--- src/sixdb_pkg.sv ---
`timescale 1ns / 1ps
// sixdb_pkg: shared types and constants for the six-input debouncer with stuck detection.
// No dependencies.
package sixdb_pkg;

  localparam int FIELD_W     = 6;
  localparam int REPORT_CH   = 4;
  localparam int CONFIRM_W   = 8;
  localparam int ERROR_W     = 16;
  localparam int CFG_DATA_W  = 16;
  localparam int CFG_IDX_W   = 1;

  localparam logic [CFG_IDX_W-1:0]  CFG_CONFIRM_LIMIT = 1'd0;
  localparam logic [CFG_IDX_W-1:0]  CFG_ERROR_LIMIT   = 1'd1;

  localparam logic [CONFIRM_W-1:0]  CONFIRM_RESET = 8'd10;
  localparam logic [ERROR_W-1:0]    ERROR_RESET   = 16'd5000;

  typedef struct packed {
    logic level;
    logic err;
    logic rise;
    logic fall;
  } lane_flags_t;

  typedef struct packed {
    logic [FIELD_W-1:0] stable_levels;
    logic [FIELD_W-1:0] error_flags;
    logic [FIELD_W-1:0] rise_flags;
    logic [FIELD_W-1:0] fall_flags;
    logic               report_request;
  } result_t;

endpackage

--- src/sixdb_lane.sv ---
`timescale 1ns / 1ps
// sixdb_lane: one debounce channel with a saturating high-duration counter.
// Depends on sixdb_pkg.
module sixdb_lane #(
  parameter int DURATION_WIDTH = 16
) (
  input  logic                                clk,
  input  logic                                rst_n,
  input  logic                                adv,
  input  logic                                sample,
  input  logic [sixdb_pkg::CONFIRM_W-1:0]     confirm_limit,
  input  logic [DURATION_WIDTH-1:0]           cap,
  output sixdb_pkg::lane_flags_t              flags
);
  import sixdb_pkg::*;

  logic                      lvl_r, lvl_nxt;
  logic                      pend_r, pend_nxt;
  logic [CONFIRM_W-1:0]      cnt_r, cnt_nxt;
  logic [DURATION_WIDTH-1:0] hd_r, hd_nxt;
  logic                      pend_tmp;
  logic [CONFIRM_W:0]        cnt_inc;
  logic [DURATION_WIDTH:0]   hd_inc;

  always_comb begin
    lvl_nxt   = lvl_r;
    pend_nxt  = pend_r;
    cnt_nxt   = cnt_r;
    hd_nxt    = hd_r;
    flags     = '0;
    pend_tmp  = pend_r;
    if ((lvl_r != sample) && (cnt_r == '0)) begin
      pend_tmp = sample;
    end
    cnt_inc = {1'b0, cnt_r} + 1'b1;
    hd_inc  = {1'b0, hd_r} + 1'b1;
    if ((pend_tmp == sample) && (pend_tmp != lvl_r)) begin
      pend_nxt = pend_tmp;
      if (cnt_inc > {1'b0, confirm_limit}) begin
        lvl_nxt = pend_tmp;
        cnt_nxt = '0;
        if (pend_tmp) begin
          flags.rise = 1'b1;
        end else begin
          flags.fall = 1'b1;
          hd_nxt     = '0;
        end
      end else begin
        cnt_nxt = cnt_inc[CONFIRM_W-1:0];
      end
    end else begin
      pend_nxt = lvl_r;
      cnt_nxt  = '0;
    end
    if (lvl_nxt) begin
      flags.level = 1'b1;
      if (hd_inc >= {1'b0, cap}) begin
        hd_nxt    = cap;
        flags.err = 1'b1;
      end else begin
        hd_nxt = hd_inc[DURATION_WIDTH-1:0];
      end
    end
  end

  always_ff @(posedge clk) begin
    if (!rst_n) begin
      lvl_r  <= 1'b0;
      pend_r <= 1'b0;
      cnt_r  <= '0;
      hd_r   <= '0;
    end else if (adv) begin
      lvl_r  <= lvl_nxt;
      pend_r <= pend_nxt;
      cnt_r  <= cnt_nxt;
      hd_r   <= hd_nxt;
    end
  end

  a_cnt_pending: assert property (@(posedge clk) disable iff (!rst_n)
    (cnt_r != '0) |-> (pend_r != lvl_r))
    else $error("mismatch count running without a pending change");

  a_err_high: assert property (@(posedge clk) disable iff (!rst_n)
    flags.err |-> flags.level)
    else $error("stuck flag on a low channel");

  a_fall_clears: assert property (@(posedge clk) disable iff (!rst_n)
    (adv && flags.fall) |=> (hd_r == '0) && !lvl_r)
    else $error("fall did not clear duration counter");

endmodule

--- src/sixdb_merge.sv ---
`timescale 1ns / 1ps
// sixdb_merge: packs lane flags into one result and holds it in an output register with skid.
// Depends on sixdb_pkg.
module sixdb_merge #(
  parameter int CHANNELS = 6
) (
  input  logic                   clk,
  input  logic                   rst_n,
  input  logic                   in_valid,
  output logic                   in_stall,
  output logic                   acc,
  input  sixdb_pkg::lane_flags_t lane_flags [CHANNELS],
  output logic                   out_valid,
  input  logic                   out_stall,
  output sixdb_pkg::result_t     out_data
);
  import sixdb_pkg::*;

  result_t res;
  result_t out_r, skid_r;
  logic    out_vld_r, skid_vld_r;
  logic    out_take;

  always_comb begin
    res = '0;
    for (int j = 0; j < FIELD_W; j++) begin
      if (j < CHANNELS) begin
        res.stable_levels[j] = lane_flags[j].level;
        res.error_flags[j]   = lane_flags[j].err;
        res.rise_flags[j]    = lane_flags[j].rise;
        res.fall_flags[j]    = lane_flags[j].fall;
      end
    end
    res.report_request = |res.rise_flags[REPORT_CH-1:0];
  end

  assign in_stall  = skid_vld_r;
  assign acc       = in_valid && !skid_vld_r;
  assign out_take  = out_vld_r && !out_stall;
  assign out_valid = out_vld_r;
  assign out_data  = out_r;

  always_ff @(posedge clk) begin
    if (!rst_n) begin
      out_vld_r  <= 1'b0;
      skid_vld_r <= 1'b0;
    end else if (skid_vld_r) begin
      if (out_take) begin
        skid_vld_r <= 1'b0;
      end
    end else if (acc) begin
      if (!out_vld_r || out_take) begin
        out_vld_r <= 1'b1;
      end else begin
        skid_vld_r <= 1'b1;
      end
    end else if (out_take) begin
      out_vld_r <= 1'b0;
    end
  end

  always_ff @(posedge clk) begin
    if (skid_vld_r) begin
      if (out_take) begin
        out_r <= skid_r;
      end
    end else if (acc) begin
      if (!out_vld_r || out_take) begin
        out_r <= res;
      end else begin
        skid_r <= res;
      end
    end
  end

  a_skid_behind_out: assert property (@(posedge clk) disable iff (!rst_n)
    skid_vld_r |-> out_vld_r)
    else $error("skid holds a result while output register is empty");

  a_report: assert property (@(posedge clk) disable iff (!rst_n)
    out_vld_r |-> (out_r.report_request == (|out_r.rise_flags[REPORT_CH-1:0])))
    else $error("report request disagrees with rise flags");

  a_drain: assert property (@(posedge clk) disable iff (!rst_n)
    (out_take && !skid_vld_r && !acc) |=> !out_vld_r)
    else $error("output register kept a transferred result");

endmodule

--- src/six_input_debouncer_stuck_detect_unit.sv ---
`timescale 1ns / 1ps
// six_input_debouncer_stuck_detect_unit: top level, config registers, debounce lanes, merge.
// Depends on sixdb_pkg, sixdb_lane, sixdb_merge.
//
//  channel | ports                                   | transfer when
//  --------+-----------------------------------------+------------------------
//  input   | in_valid, in_stall, in_raw_inputs       | in_valid && !in_stall
//  result  | out_valid, out_stall, out_* fields      | out_valid && !out_stall
//  config  | cfg_wr_en, cfg_index, cfg_wdata         | cfg_wr_en
//
// One sample per clock while in_stall is low; each result is registered at the output.
// All lanes update their counters in the transfer cycle; the output register
// plus a one-entry skid buffer keep input flowing while a result waits.
// in_stall rises only when both output entries are full.
// Synchronous reset clears all lane state and loads default limits.
module six_input_debouncer_stuck_detect_unit #(
  parameter int CHANNELS       = 6,
  parameter int DURATION_WIDTH = 16
) (
  input  logic                                 clk,
  input  logic                                 rst_n,
  input  logic                                 in_valid,
  output logic                                 in_stall,
  input  logic [sixdb_pkg::FIELD_W-1:0]        in_raw_inputs,
  output logic                                 out_valid,
  input  logic                                 out_stall,
  output logic [sixdb_pkg::FIELD_W-1:0]        out_stable_levels,
  output logic [sixdb_pkg::FIELD_W-1:0]        out_error_flags,
  output logic [sixdb_pkg::FIELD_W-1:0]        out_rise_flags,
  output logic [sixdb_pkg::FIELD_W-1:0]        out_fall_flags,
  output logic                                 out_report_request,
  input  logic                                 cfg_wr_en,
  input  logic [sixdb_pkg::CFG_IDX_W-1:0]      cfg_index,
  input  logic [sixdb_pkg::CFG_DATA_W-1:0]     cfg_wdata
);
  import sixdb_pkg::*;

  localparam int CAP_W = (DURATION_WIDTH > ERROR_W) ? DURATION_WIDTH : ERROR_W;

  logic [CONFIRM_W-1:0]      confirm_limit_r;
  logic [ERROR_W-1:0]        error_limit_r;
  logic [CAP_W-1:0]          limit_ext;
  logic [CAP_W-1:0]          max_ext;
  logic [DURATION_WIDTH-1:0] cap;
  logic                      acc;
  lane_flags_t               lane_flags [CHANNELS];
  result_t                   out_data;

  always_ff @(posedge clk) begin
    if (!rst_n) begin
      confirm_limit_r <= CONFIRM_RESET;
      error_limit_r   <= ERROR_RESET;
    end else if (cfg_wr_en) begin
      case (cfg_index)
        CFG_CONFIRM_LIMIT: confirm_limit_r <= cfg_wdata[CONFIRM_W-1:0];
        CFG_ERROR_LIMIT:   error_limit_r   <= cfg_wdata[ERROR_W-1:0];
        default: ;
      endcase
    end
  end

  assign limit_ext = CAP_W'(error_limit_r);
  assign max_ext   = CAP_W'({DURATION_WIDTH{1'b1}});
  assign cap       = (limit_ext > max_ext) ? DURATION_WIDTH'(max_ext)
                                           : DURATION_WIDTH'(limit_ext);

  for (genvar i = 0; i < CHANNELS; i++) begin : g_lane
    logic sample;
    if (i < FIELD_W) begin : g_pin
      assign sample = in_raw_inputs[i];
    end else begin : g_tie
      assign sample = 1'b0;
    end
    sixdb_lane #(
      .DURATION_WIDTH(DURATION_WIDTH)
    ) u_lane (
      .clk          (clk),
      .rst_n        (rst_n),
      .adv          (acc),
      .sample       (sample),
      .confirm_limit(confirm_limit_r),
      .cap          (cap),
      .flags        (lane_flags[i])
    );
  end

  sixdb_merge #(
    .CHANNELS(CHANNELS)
  ) u_merge (
    .clk       (clk),
    .rst_n     (rst_n),
    .in_valid  (in_valid),
    .in_stall  (in_stall),
    .acc       (acc),
    .lane_flags(lane_flags),
    .out_valid (out_valid),
    .out_stall (out_stall),
    .out_data  (out_data)
  );

  assign out_stable_levels  = out_data.stable_levels;
  assign out_error_flags    = out_data.error_flags;
  assign out_rise_flags     = out_data.rise_flags;
  assign out_fall_flags     = out_data.fall_flags;
  assign out_report_request = out_data.report_request;

endmodule
--- config.mk ---
export PLATFORM = sky130hd
export DESIGN_NAME = six_input_debouncer_stuck_detect_unit
export DESIGN_NICKNAME = d
export VERILOG_FILES = /design/src/sixdb_pkg.sv /design/src/sixdb_lane.sv /design/src/sixdb_merge.sv /design/src/six_input_debouncer_stuck_detect_unit.sv
export SDC_FILE = /design/constraint.sdc
export NUM_CORES = 1
export LEC_CHECK = 0
export ABC_AREA = 1
export BUFFER_PORTS_ARGS = -buffer_cell sky130_fd_sc_hd__buf_2
export CAP_MARGIN = 0
export CORE_MARGIN = 4
export CORE_UTILIZATION = 59
export CTS_BUF_LIST = sky130_fd_sc_hd__clkbuf_4
export CTS_CLUSTER_DIAMETER = 60
export DETAILED_ROUTE_END_ITERATION = 6
export GPL_ROUTABILITY_DRIVEN = 0
export PLACE_DENSITY = 0.76
export SLEW_MARGIN = 40
export SYNTH_ARGS = -nofsm -noshare
export SYNTH_HDL_FRONTEND = slang
export SYNTH_HIERARCHICAL = 1
export SYNTH_SLANG_ARGS = --single-unit
--- constraint.sdc ---
create_clock -name clk -period 3.5 [get_ports clk]
set_input_delay 0.7 -clock clk [delete_from_list [all_inputs] [get_ports clk]]
set_output_delay 0.7 -clock clk [all_outputs]
set_load 0.02 [all_outputs]
After elaboration in Yosys (flattened, before gate mapping)
Index checks and enable logic that the tools add are counted.
{"block": "classes", "mux": 114, "n_lt_le_gt_ge": 13, "n_bitwise": 3, "eq_ne": 26, "reduce_logical": 51, "addsub": 12}
{"operator": "$mux 16", "n": 31}
{"operator": "$add 16x1->17 const B", "n": 6}
{"operator": "$ge 17x16->1", "n": 6}
{"operator": "$mux 25", "n": 4}
{"operator": "$mux 8", "n": 12}
{"operator": "$add 8x1->9 const B", "n": 6}
{"operator": "$gt 9x8->1", "n": 6}
{"operator": "$mux 1", "n": 49}
{"operator": "$logic_not 8->1", "n": 6}
{"operator": "$mux 2", "n": 18}
{"operator": "$reduce_bool 2->1", "n": 15}
{"operator": "$reduce_and 4->1", "n": 6}
{"operator": "$gt 16x16->1 const B", "n": 1}
{"operator": "$logic_and 1x1->1", "n": 14}
{"operator": "$ne 2x1->1 const B", "n": 7}
{"operator": "$ne 1x1->1", "n": 12}
{"operator": "$reduce_and 3->1", "n": 3}
{"operator": "$eq 1x1->1", "n": 6}
{"operator": "$reduce_and 2->1", "n": 2}
{"operator": "$reduce_or 4->1", "n": 1}
{"operator": "$logic_not 1->1", "n": 3}
{"operator": "$not 1->1", "n": 3}
{"operator": "$ne 2x2->1 const B", "n": 1}
{"operator": "$logic_or 1x1->1", "n": 1}
{"block": "totals", "inputBits": 28, "elab_cells": 257, "output_inout_bits": 27, "regBits": 232}

Longest topological paths before layout
{"block": "logic_depth", "word_depth": 10, "ltp_mapped": 25, "ltp_nobuf": 24}

Hierarchy
Netlist, hierarchy kept.
{"mod": "sixdb_lane at g_lane[1].u_lane ...", "instances": 2, "cells_each": 421, "area_per_inst_um2": 2747.6, "seq_area_each_um2": 520.5}
{"mod": "sixdb_lane at g_lane[3].u_lane", "instances": 1, "cells_each": 455, "area_per_inst_um2": 2711.4, "seq_area_each_um2": 520.5}
{"mod": "sixdb_lane at g_lane[0].u_lane", "instances": 1, "cells_each": 408, "area_per_inst_um2": 2671.3, "seq_area_each_um2": 520.5}
{"mod": "sixdb_lane at g_lane[2].u_lane", "instances": 1, "cells_each": 411, "area_per_inst_um2": 2661.3, "seq_area_each_um2": 520.5}
{"mod": "sixdb_lane at g_lane[5].u_lane", "instances": 1, "cells_each": 391, "area_per_inst_um2": 2600.0, "seq_area_each_um2": 520.5}
{"mod": "sixdb_merge", "instances": 1, "cells_each": 152, "area_per_inst_um2": 1944.4, "seq_area_each_um2": 1541.5}
{"mod": "six_input_debouncer_stuck_detect_unit", "instances": 1, "cells_each": 119, "area_per_inst_um2": 918.4, "seq_area_each_um2": 480.5}

Least setup slack after synthesis
Ideal clock, no wire load.
{"block": "synth_timing", "path_kind": "register -> register", "startpoint": "reg g_lane[3].u_lane.hd_r[0]", "endpoint": "reg u_merge.out_r, in the netlist u_merge/out_data[16] (data pin)", "arrival_ns": 2.621, "path_buffers": 1, "slack_ns": 0.627, "required_time_ns": 3.248, "synth_period_minus_slack_ns": 2.873, "path_stages_with_launch": 21, "setup_ns": 0.252, "cell_sequence": "dfxtp_1 > ha_1 > nand2_1 > nor2_1 > nand4_1 > xor2_1 > inv_1 > ha_1 > nand2_1 > inv_1 > nand2_1 > nor2_1 > a21oi_1 > nand2_1 > nand2_1 > nand2_1 > nand2_1 > clkbuf_1 > a21oi_1 > nand2_1 > nand2_1"}
{"item": "start: declaration", "line": "sixdb_lane.sv:20", "source": "logic [DURATION_WIDTH-1:0] hd_r, hd_nxt;"}
{"item": "start signal: assignment", "line": "sixdb_lane.sv:76", "source": "hd_r <= hd_nxt;"}
{"item": "end signal: assignment", "line": "sixdb_merge.sv:65", "source": "out_r <= skid_r;"}
{"item": "end signal: assignment", "line": "sixdb_merge.sv:69", "source": "out_r <= res;"}
{"item": "end: declaration", "line": "sixdb_merge.sv:20", "source": "result_t out_r, skid_r;"}

==> results.py <==
metrics = {
    "logic_synthesis": {
        "synth_fp_nets": 2968,
        "syn_avg_cell_area_um2": 6.84,
        "synth-compound-area-share_pct": 9.30,
        "yosysSeqAreaShare_pct": 27.1,
        "yosys-top-cells-area": "dfxtp_1, nand2_1, ha_1, inv_1, edfxtp_1",
        "muxShareOfSynthArea_pct": 0,
        "yosys.area.top_type": "dfxtp_1",
        "synth_area_mm2": 0.0190,
        "synth_warnings": 6,
        "synth_xor_area_share_pct": 4.19,
        "synthAdderAreaFrac_pct": 10.7,
        "synth_top_family_by_area": "simple AND/OR/NAND/NOR gates",
        "ys_ff_latch": 232,
        "synth.distinct_cells": 52,
        "synthSimpleGateAreaFrac_pct": 37.3,
        "netlist_instances": 2778,
        "yosysTopAreaCellShare_pct": 19.2,
    },
    "route": {
        "first_pass_iters": 6,
        "drc": 0,
        "routedWlPerCell_um": 15.8,
        "wl_um": 52800,
        "drt_iter0_drc": 1471,
        "num_vias": 18600,
        "vias_per_cell": 5.56,
        "final_antenna_net_count": 0,
    },
    "sta": {
        "setup-tns-final_ns": 0,
        "rsz0062_at_grt": "false",
        "finalClockSkew_ns": 0.0393,
        "max_slew_margin_pct": 55.0,
        "fin_crit_sh_pct": 94.0,
        "finalMaxSlewViolations": 0,
        "setup_viol": 0,
        "tightest_slew_ns": 0.676,
        "max_freq_ghz": 0.304,
        "final_hold_viol_count": 0,
        "holdWs_ns": 0.187,
        "min_period_ns": 3.29,
    },
    "global_routing": {
        "grt_pass1_wl_um": 86000,
        "grt_max_degree": 44,
        "grt_usage_pct": 29.2,
        "global_route.overflow_total": 0,
        "grt_pass1_vias": 17700,
        "antenna_found_initial": 1,
    },
    "worst_setup_path": {
        "cp.required_ns": 4.12,
        "cp-end-kind": "flop",
        "cp-start-kind": "flop",
        "reg2reg_slack_ns": 0.21,
        "worst_ep_arrival_time_ns": 3.91,
        "crit_type": "reg -> reg",
        "worstPathMaxFanout": 10,
    },
    "floorplan": {
        "die_area_mm2": 0.0351,
        "core-area_mm2": 0.0316,
        "io_pins": 55,
        "fp.dieW_um": 187,
        "die_y_um": 187,
        "num_rows": 65,
        "start_util_pct": 60.1,
    },
    "power_and_ir_drop": {
        "p_per_area_mw_per_mm2": 320,
        "ir_worst_vdd_v": 0.000231,
        "p_leak_nw": 10.4,
        "power_mw": 6.61,
    },
    "clocking": {
        "cts_tree": "built",
        "clockBufferDepth": 3,
        "cts_root_buffer": "clkbuf_4",
        "clkTransAtPathRegs_ns": 0.06,
        "numCtsBuffers": 69,
        "htree_levels": 3,
        "cts_num_sinks": 232,
        "insertion_delay_ns": 0.75,
    },
    "placed_design": {
        "dpl_cell_area_mm2": 0.0196,
        "dp_hpwl_um": 38100,
        "io_buffers": 54,
    },
    "layout": {
        "post-route-util_pct": 65.3,
        "area_delta_synth_final_pct": 8.70,
        "drive_above_1_share_pct": 16.4,
        "num-nets-final": 3075,
        "final.fill_count": 2811,
        "final_cell_area_mm2": 0.0207,
    },
    "run": {
        "maxCapViolCount": 0,
    },
    "worst_hold_path": {
        "hold_class": "in -> reg",
    },
    "outcome": {
        "run_status": "complete, no violations",
    },
}
[final cells by class]
| cell class | instances | area [um2] | share of cell area (%) |
|---|---|---|---|
| Antenna cell | 1 | 2.50 | 0.0121 |
| Clock buffer | 100 | 751 | 3.63 |
| Clock inverter | 21 | 169 | 0.818 |
| Inverter | 432 | 1630 | 7.89 |
| Multi-Input combinational cell | 2040 | 11800 | 56.9 |
| Sequential cell | 232 | 5150 | 24.9 |
| Tap cell | 402 | 503 | 2.44 |
| Timing Repair Buffer | 110 | 703 | 3.40 |
[sequential cells by signal, summed over array words and instances, names as in the netlist, 6 cells and up]
name / flops
g_lane.u_lane/lvl_r: 6
error_limit_r: 16
u_merge/skid_r: 25
g_lane.u_lane/hd_r: 96
confirm_limit_r: 8
g_lane.u_lane/pend_r: 6
g_lane.u_lane/cnt_r: 48
u_merge/out_data: 25
[synth_stat cells, drive strengths merged]
library cell  count
nor2            270
nand2           875
nand4           127
o21a              4
xnor2            25
edfxtp           50
clkbuf           25
and3              1
nor3             11
a31oi             5
clkinv            7
o211ai            2
a21oi           212
nor4             10
nand3           188
nor4b             1
dfxtp           182
xor2             66
ha              162
buf              51
inv             425
a21boi            6
o21ai            49
nand3b            2
o21bai           11
a211oi            6
or2               3
o31ai             2
[power by group]
group | internal (mW) | switching (mW) | total [mW]
clock | 1.53 | 1.27 | 2.80
combinational | 0.281 | 0.639 | 0.920
sequential | 2.80 | 0.0953 | 2.89
[repair_timing]
action / in CTS / in global routing
hold buffers: 0 / 0
gates resized for setup: 0 / 10
setup endpoints to repair: 0 / 40
buffers inserted: 0 / 3
[critical path, cell delays in order, from the launching register on]
cell and delay, ns:
dfxtp_1 0.39, ha_1 0.18, nand2_1 0.06, inv_2 0.07
nand2_1 0.09, nor2_2 0.20, nand2_1 0.11, nor2_1 0.22
xnor2_1 0.15, inv_1 0.09, ha_1 0.32, nand2_1 0.07
nor4b_1 0.36, nand3_1 0.23, buf_4 0.24, a31oi_2 0.25
nand2_1 0.09, nand2_1 0.07
[routing by layer]
metal	vias up	share of wire, %	track usage [%]
li1	9184	-	-
met1	8508	43	38.4
met2	755	45	47.5
met3	128	9.0	6.42
met4	0	2.9	10.5
met5	-	0	0
[cell families after synthesis]
group                      count (synthesis)
xor gates and xnor gates                  91
AOI/OAI and AO/OA                        297
buffers and inverters                    508
adders and majority gates                162
DFF                                      232
and+or+nand+nor                         1488
[per-stage QoR]
step	std cells	worst slack, ns
floorplan	2778	0.627
global placement	3211	0.281
detailed placement	3211	0.233
CTS	3332	0.208
global route	3338	0.00872
finish	3338	0.210
[final timing paths]
check | from | end | cells past startpoint
worst min-delay path | cfg_wdata[9] | error_limit_r[9] | 3
worst max register to register | g_lane[2].u_lane/hd_r[0] | u_merge/out_data[15] | 17
worst min register to register | g_lane[0].u_lane/cnt_r[3] | g_lane[0].u_lane/cnt_r[3] | 2
worst max-delay path | g_lane[2].u_lane/hd_r[0] | u_merge/out_data[15] | 17
[placed cells by master (no fill, tap or decap), drive strengths merged, types with 10 or more instances in the layout]
cell type,n
a21oi,212
buf,110
clkbuf,100
clkinv,23
dfxtp,182
edfxtp,50
ha,162
inv,426
nand2,877
nand3,188
nand4,127
nor2,270
nor3,11
nor4,10
o21ai,49
o21bai,11
xnor2,25
xor2,66
(Power assumes the default switching activity.)
